--- config.mk ---
export PLATFORM = sky130hd
export DESIGN_NAME = dne_front
export DESIGN_NICKNAME = d
export VERILOG_FILES = /design/src/hw/rtl/decay_normalisation_estimator_top_macros.svh /design/src/hw/rtl/dne_pkg.sv /design/src/hw/rtl/dne_front.sv
export SDC_FILE = /design/constraint.sdc
export NUM_CORES = 1
export LEC_CHECK = 0
export BUFFER_PORTS_ARGS = -buffer_cell sky130_fd_sc_hd__buf_2
export CAP_MARGIN = 20
export CORE_MARGIN = 2
export CORE_UTILIZATION = 32
export DETAILED_ROUTE_END_ITERATION = 6
export MAX_ROUTING_LAYER = met4
export PLACE_DENSITY = 0.55
export SLEW_MARGIN = 15
export SYNTH_ARGS = -nofsm -noshare
export SYNTH_HDL_FRONTEND = slang
export SYNTH_SLANG_ARGS = --single-unit
--- constraint.sdc ---
create_clock -name i_clk -period 4.2 [get_ports i_clk]
set_clock_uncertainty 0.05 [all_clocks]
set_input_delay 0.21 -clock i_clk [delete_from_list [all_inputs] [get_ports i_clk]]
set_output_delay 0.21 -clock i_clk [all_outputs]
set_load 0.02 [all_outputs]
--- src/hw/rtl/decay_normalisation_estimator_top_macros.svh ---
// assertion macros for the decay normalisation estimator
// used by the top level only; no other dependencies
`ifndef DECAY_NORMALISATION_ESTIMATOR_TOP_MACROS_SVH
`define DECAY_NORMALISATION_ESTIMATOR_TOP_MACROS_SVH

// same-cycle implication
`define DNE_ASSERT_IMPL(label, clk, rst_n, ante, cons) \
    label: assert property (@(posedge clk) disable iff (!(rst_n)) (ante) |-> (cons)) \
        else $error("dne assertion failed");

// next-cycle implication
`define DNE_ASSERT_NEXT(label, clk, rst_n, ante, cons) \
    label: assert property (@(posedge clk) disable iff (!(rst_n)) (ante) |=> (cons)) \
        else $error("dne assertion failed");

`endif

--- src/hw/rtl/dne_pkg.sv ---
// shared types, codes and the 2^x lookup table of the decay estimator
// no dependencies
package dne_pkg;

    localparam int EXP_BITS  = 8;
    localparam int EXP_SIZE  = (1 << EXP_BITS) + 1;
    localparam int EXP_SH    = 16 - EXP_BITS;
    localparam int FIFO_DEPTH = 4;
    localparam int FIFO_AW   = $clog2(FIFO_DEPTH);
    localparam logic [22:0] DECAY_MUL = 23'd2820383;

    localparam logic [1:0] ST_OK       = 2'd0;
    localparam logic [1:0] ST_EMPTY    = 2'd1;
    localparam logic [1:0] ST_ZERO_DEN = 2'd2;

    localparam logic [1:0] REG_START  = 2'd0;
    localparam logic [1:0] REG_END    = 2'd1;
    localparam logic [1:0] REG_FRAMES = 2'd2;

    typedef struct packed {
        logic               sel;
        logic signed [16:0] t;
        logic [31:0]        cnt;
        logic               last;
    } t_item;

    typedef logic [31:0] t_tab [0:EXP_SIZE-1];

    function automatic longint unsigned isqrt64(longint unsigned x);
        longint unsigned r;
        longint unsigned b;
        longint unsigned xx;
        int i;
        r  = 64'd0;
        b  = 64'd1 << 62;
        xx = x;
        for (i = 0; i < 32; i++) begin
            if (b > xx) b = b >> 2;
        end
        for (i = 0; i < 32; i++) begin
            if (b != 64'd0) begin
                if (xx >= r + b) begin
                    xx = xx - (r + b);
                    r  = (r >> 1) + b;
                end else begin
                    r = r >> 1;
                end
                b = b >> 2;
            end
        end
        return r;
    endfunction

    // 2^(k/2^EXP_BITS) in Q30 from repeated square roots of two
    function automatic t_tab build_pow2();
        longint unsigned root [0:EXP_BITS];
        longint unsigned v;
        t_tab tab;
        int j;
        int k;
        root[0] = 64'd1 << 31;
        for (j = 1; j <= EXP_BITS; j++) root[j] = isqrt64(root[j-1] << 30);
        for (k = 0; k < EXP_SIZE - 1; k++) begin
            v = 64'd1 << 30;
            for (j = 0; j < EXP_BITS; j++) begin
                if (((k >> j) & 1) != 0) v = (v * root[EXP_BITS-j] + (64'd1 << 29)) >> 30;
            end
            tab[k] = v[31:0];
        end
        tab[EXP_SIZE-1] = 32'h8000_0000;
        return tab;
    endfunction

    localparam t_tab POW2_TAB = build_pow2();

endpackage

--- src/hw/rtl/dne_front.sv ---
// front end: takes edges, tags them as inside or outside the window, queues them
// depends on dne_pkg
module dne_front import dne_pkg::*; (
    input  logic               i_clk,
    input  logic               i_rst_n,
    input  logic               push,
    input  logic signed [16:0] i_edge_time,
    input  logic [31:0]        i_bin_count,
    input  logic               i_last_edge,
    input  logic signed [16:0] i_start_time,
    input  logic signed [16:0] i_end_time,
    output logic               full,
    output logic               o_valid,
    output t_item              o_item,
    input  logic               i_take
);

    t_item                r_mem [0:FIFO_DEPTH-1];
    logic [FIFO_AW-1:0]   r_wr;
    logic [FIFO_AW-1:0]   r_rd;
    logic [FIFO_AW:0]     r_cnt;
    logic                 w_push;
    logic                 w_pop;
    t_item                w_item;

    assign full    = (r_cnt == (FIFO_AW+1)'(FIFO_DEPTH));
    assign o_valid = (r_cnt != '0);
    assign o_item  = r_mem[r_rd];
    assign w_push  = push && !full;
    assign w_pop   = i_take && o_valid;

    always_comb begin
        w_item.sel  = (i_edge_time > i_start_time) && (i_edge_time <= i_end_time);
        w_item.t    = i_edge_time;
        w_item.cnt  = i_bin_count;
        w_item.last = i_last_edge;
    end

    always_ff @(posedge i_clk) begin
        if (w_push) r_mem[r_wr] <= w_item;
        if (!i_rst_n) begin
            r_wr  <= '0;
            r_rd  <= '0;
            r_cnt <= '0;
        end else begin
            if (w_push) r_wr <= r_wr + 1'b1;
            if (w_pop)  r_rd <= r_rd + 1'b1;
            case ({w_push, w_pop})
                2'b10:   r_cnt <= r_cnt + 1'b1;
                2'b01:   r_cnt <= r_cnt - 1'b1;
                default: r_cnt <= r_cnt;
            endcase
        end
    end

endmodule

# Word level (Yosys, flattened, before mapping)
# Memories as Yosys holds them, arrays and structs flattened. A register that Yosys moved wholly into a read port is not among the register bits.
# Index checks and enable logic that the tools add are counted.
# classes
add_sub_neg,4
order_cmp,2
eq_ne,3
mux,5
n_reduce_logical,6
# op_table
cell,count
greater-than comparator 17 bit,1
less-or-equal comparator 17 bit,1
one-hot mux 3 bit (2 select lines),1
adder 2 x 1 -> 2 bit (second input constant),2
2-to-1 mux 2 bit,2
adder 3 x 1 -> 3 bit (second input constant),1
equality test 3 bit (second input constant),1
logical AND 1 bit,3
nonzero test 3 bit,1
subtractor 3 x 1 -> 3 bit (second input constant),1
equality test 2 x 1 -> 1 bit (second input constant),1
equality test 2 bit (second input constant),1
2-to-1 mux 1 bit,2
nonzero test 2 bit,1
zero test 1 bit,1
# word_totals
ff_bits,7
ramBits,204
output_inout_bits,53
elab_cells,24
memories,1
# memory_table
name,depth,width,read_ports,rd_ports_with_merged_regs,wr,line_no,source
r_mem,4,51,1,1,1,dne_front.sv:18,t_item r_mem [0:FIFO_DEPTH-1];

# Depth between registers and ports, before layout
# logic_depth
word_depth,5
ltp_mapped,11
mapped_depth_nobuf,10

# Worst setup path before layout
# Ideal clock, no wire load.
# synth_path
kind,flip-flop to flip-flop
startpoint,register r_cnt[0]
endpoint,memory r_mem[0][0] in the netlist's numbering (enable)
arrival_ps,2233
path_slack_ps,1504
stages_incl_launch_ff,6
n_path_buf,1
period_less_slack_ps,2696
cell_sequence,dfxtp_1 -> inv_1 -> and3_1 -> nor2b_1 -> clkbuf_1 -> and2_1
# synth_via
elab_chain_cells,5
# synth_rtl
element,line_no,source
from (decl),dne_front.sv:21,logic [FIFO_AW:0] r_cnt;
from (signal assigned),dne_front.sv:49,2'b10: r_cnt <= r_cnt + 1'b1;
from (signal assigned),dne_front.sv:50,2'b01: r_cnt <= r_cnt - 1'b1;
from (signal assigned),dne_front.sv:51,default: r_cnt <= r_cnt;
equality test 3 bit,dne_front.sv:26,assign full = (r_cnt == (FIFO_AW+1)'(FIFO_DEPTH));
net full,dne_front.sv:12,"output logic full,"
zero test 1 bit,dne_front.sv:29,assign w_push = push && !full;
logical AND 1 bit,dne_front.sv:29,
2-to-1 mux 1 bit,dne_front.sv:40,if (w_push) r_mem[r_wr] <= w_item;
2-to-1 mux 1 bit (not written as such),dne_front.sv:40,
to (decl),dne_front.sv:18,
# The timed path passes the listed nets, and every way through them passes these cells.

==> out/summary.md <==
The first detailed-routing pass ran for 4 iterations. The number of nets in the synthesized netlist is 568. The count of buffers from port buffering was 140; the number of antenna diodes was 0. Cells with a size suffix above 1 make up 36.1% of the layout. In the synthesized netlist, mux cells make up 13.3% of the area. The number of nets in the finished design is 774, and the vertical extent of the die is 169 microns. The synthesized netlist contains 39 unique library cells.

The run gives 72.6% as the sequential cell area fraction in the yosys report. The Yosys step of the flow raised 0 warnings. The number of hold violations in the final report is 0, and the width of the die is 169 microns. The synthesized netlist devotes 2.53% of its cell area to compound gates. The arrival time reported for the critical path endpoint is 2.36 ns.

The logs give 213 for the clock sink total and 440 for the number of standard cells after synthesis. The via count of the first global-routing pass was 4965; the synthesized-area fraction occupied by and/or/nand/nor cells was 2.79%. STA classifies the critical path endpoint as an output pin. The tools report the initial antenna violation count as 0. The maximum number of pins on one net before global-route repair came out at 52. Of the total synthesized cell area, the portion taken by XOR and XNOR cells is 0.504%. The library cell used most frequently in the layout, excluding fill and tap cells, is sky130_fd_sc_hd__edfxtp_1. After detailed placement, the design holds a cell count of 909.

The logs give 4.16 nW for the static power due to leakage and 0.200 ns for the worst hold margin. After detailed routing, the number of vias per cell comes to 4.63. For the total routing resource utilization after global routing, the log shows 12.9%. For this run, design rule violations remaining after detail routing come to 0. The root cell of the clock tree is sky130_fd_sc_hd__clkbuf_16. The initial utilization of the core area, before any placement, comes to 32.4%. For the final routed database, the setup TNS stands at 0 ns. The run gives 0.808 as the final estimated routing congestion in global placement.

The post-CTS clock slew at the launch and capture registers of the worst setup and hold paths works out to 0.06 ns. The clock period minus worst slack came out at 2.62 ns. The area growth from synthesis to layout is 29.0%.

Measured against its own limit, the worst slew margin works out to 44.4%. The total setup violations reported at the end of the flow was 0; the average cell area after synthesis was 19.7 sq um. For the worst-skew pair, the clock arrives at the later sink with an insertion delay of 0.50 ns.

The die covers 28500 sq um. During I/O placement, the number of pins put on the boundary was 141. Setup repair after global routing left no endpoint under its margin.

The number of max-cap violations is 0. Critical path class: reg2out. TritonCTS built the clock tree.

VDD sags by at most 0.247 mV. The count of flip-flops with a built-in enable after synthesis was 204. Summing over every cut layer, the via total after detailed routing is 4657. The final instance count without filler cells was 1005.

For this run, the leading register cell type out of synthesis is sky130_fd_sc_hd__edfxtp_1. STA classifies the critical path startpoint as a register. In the finished design, the share of the clock period the worst path needs comes to 62.4%. The endpoint required time on the critical path was 3.94 ns; the achievable frequency was 382 MHz. The first global-routing pass estimated 27300 microns of wire.

In the synthesized netlist the async set-or-reset flop fraction comes to 0%. The placeable core area is 26800 sq um, and the total congestion overflow is 0. The slew at the pin closest to its max-slew limit is 0.834 ns, and the number of flip-flops and latches in the synthesized netlist is 213. The post-detailed-routing wire length came out at 17800 microns. The HPWL after detailed placement is 11200 microns. The flow ran to the end, and the final reports show no timing, DRC or antenna violations. The slowest library cell on the worst path was sky130_fd_sc_hd__dfxtp_2. The total count of max-transition violations in the final report came out at 0. In this run the worst hold path is classified as in2reg.

Summing all placed instances gives a cell area of 9780 sq um. The main combinational cell family by area after synthesis was multiplexers. After layout, the design draws a total of 0.00660 W. Post-route standard cell area excluding fillers: 11200 sq um. The number of H-tree branching levels is 1, and the maximum buffer depth of the clock tree is 3.

Biggest fanout along the worst timing path: 33. For the DRC violation total after the first TritonRoute iteration, the log shows 239. For the placement row count, the log shows 60. The library cells used most frequently in the layout, excluding fill and tap cells, are 204 x sky130_fd_sc_hd__edfxtp_1, 140 x sky130_fd_sc_hd__buf_2, 51 x sky130_fd_sc_hd__mux4_2, 51 x sky130_fd_sc_hd__dlygate4sd3_1, 41 x sky130_fd_sc_hd__inv_1. The signal on the critical path passes through buf_4 -> mux4_2 -> buf_2. After detailed routing, the average wire length per cell comes to 17.7 microns. In this run the post-CTS setup repair buffer count came out at 0.

In this run the remaining antenna-violating nets after routing total 0. The synthesized netlist devotes 5.85% of its cell area to adder and majority cells. The delay of the slowest cell on the worst path was 0.67 ns. The power density over cell area was 589 nW/um^2.

The number of buffers inserted during clock tree synthesis came out at 24. The post-synthesis instance area came out at 8690 sq um.
what timing repair did:
action,4_1_cts,5_1_grt
hold endpoints to repair,209,0
hold buffers,51,0
resized for setup,0,0
power by group:
part	switching [W]	total [W]	internal (W)
Sequential	0.000149	0.00273	0.00259
Combinational	0.000856	0.00156	0.000700
Clock	0.000798	0.00231	0.00151
critical path, delay by kind of cell (launching register included):
family	cells	cell delay (ns)
flip-flops	1	0.67
buffers and inverters	2	0.74
multiplexers	1	0.41
state kept, by name (all words and copies together), names as in the netlist, named ones only:
register	cells
r_mem	204
r_rd	2
r_wr	2
r_cnt	3
metrics by stage:
| step | util (%) | setup WS (ns) |
|---|---|---|
| floorplan | - | 1.50 |
| global placement | 36.5 | 1.95 |
| detailed placement | 36.5 | 1.75 |
| CTS | 41.7 | 1.40 |
| global route | 41.8 | 1.41 |
| finish | 41.8 | 1.58 |
logic make-up (layout without fill, tap and decap cells):
kind of cell    count (synthesis)  count (layout)
compound gates                 32              32
xor+xnor                        5               5
fa+ha+maj                      40              40
buf+inv                        54             278
flops                         213             213
mux                            52              52
simple gates                   44              44
metal layers:
metal	up-vias	wire length [microns]	GRT usage, %
met5	-	0	-
met4	0	301	2.92
met3	23	1010	2.95
met2	139	9190	22.7
met1	2321	7300	15.1
li1	2174	-	-
final timing paths:
path	cells past startpoint	slack [ns]	endpoint	startpoint
hold / removal	4	0.20	r_rd[0]	i_take
setup / recovery	3	1.58	o_item[25]	register
setup reg to reg	10	1.77	r_cnt[2]	r_cnt[0]
hold reg to reg	2	0.50	r_cnt[2]	r_cnt[2]
Yosys cell counts, types with 2 or more instances:
| master | count | area (sq um) |
|---|---|---|
| sky130_fd_sc_hd__xor2_1 | 2 | 17.5 |
| sky130_fd_sc_hd__mux4_2 | 51 | 1150 |
| sky130_fd_sc_hd__nand3_1 | 3 | 15.0 |
| sky130_fd_sc_hd__nor3_1 | 2 | 10.0 |
| sky130_fd_sc_hd__nor2_1 | 3 | 11.3 |
| sky130_fd_sc_hd__dfxtp_1 | 9 | 180 |
| sky130_fd_sc_hd__inv_1 | 41 | 154 |
| sky130_fd_sc_hd__nor4_1 | 2 | 12.5 |
| sky130_fd_sc_hd__nand2_1 | 10 | 37.5 |
| sky130_fd_sc_hd__clkbuf_1 | 8 | 30.0 |
| sky130_fd_sc_hd__buf_2 | 5 | 25.0 |
| sky130_fd_sc_hd__o21ai_0 | 5 | 25.0 |
| sky130_fd_sc_hd__nand4_1 | 4 | 25.0 |
| sky130_fd_sc_hd__a21oi_1 | 9 | 45.0 |
| sky130_fd_sc_hd__a21o_1 | 6 | 45.0 |
| sky130_fd_sc_hd__ha_1 | 39 | 488 |
| sky130_fd_sc_hd__nor2b_1 | 2 | 12.5 |
| sky130_fd_sc_hd__or3_1 | 2 | 12.5 |
| sky130_fd_sc_hd__xnor2_1 | 3 | 26.3 |
| sky130_fd_sc_hd__and2_1 | 12 | 75.1 |
| sky130_fd_sc_hd__edfxtp_1 | 204 | 6130 |
layout make-up:
type                       count  area, sq um
sequential                   213         6310
tap                          341          427
fill                        2406        15600
clock buffer                  27          633
clock inverter                17          260
inverter                      41          154
multi-input combinational    173         2180
timing repair buffer         193         1240
Note: power is estimated with default switching activity, not from simulation.
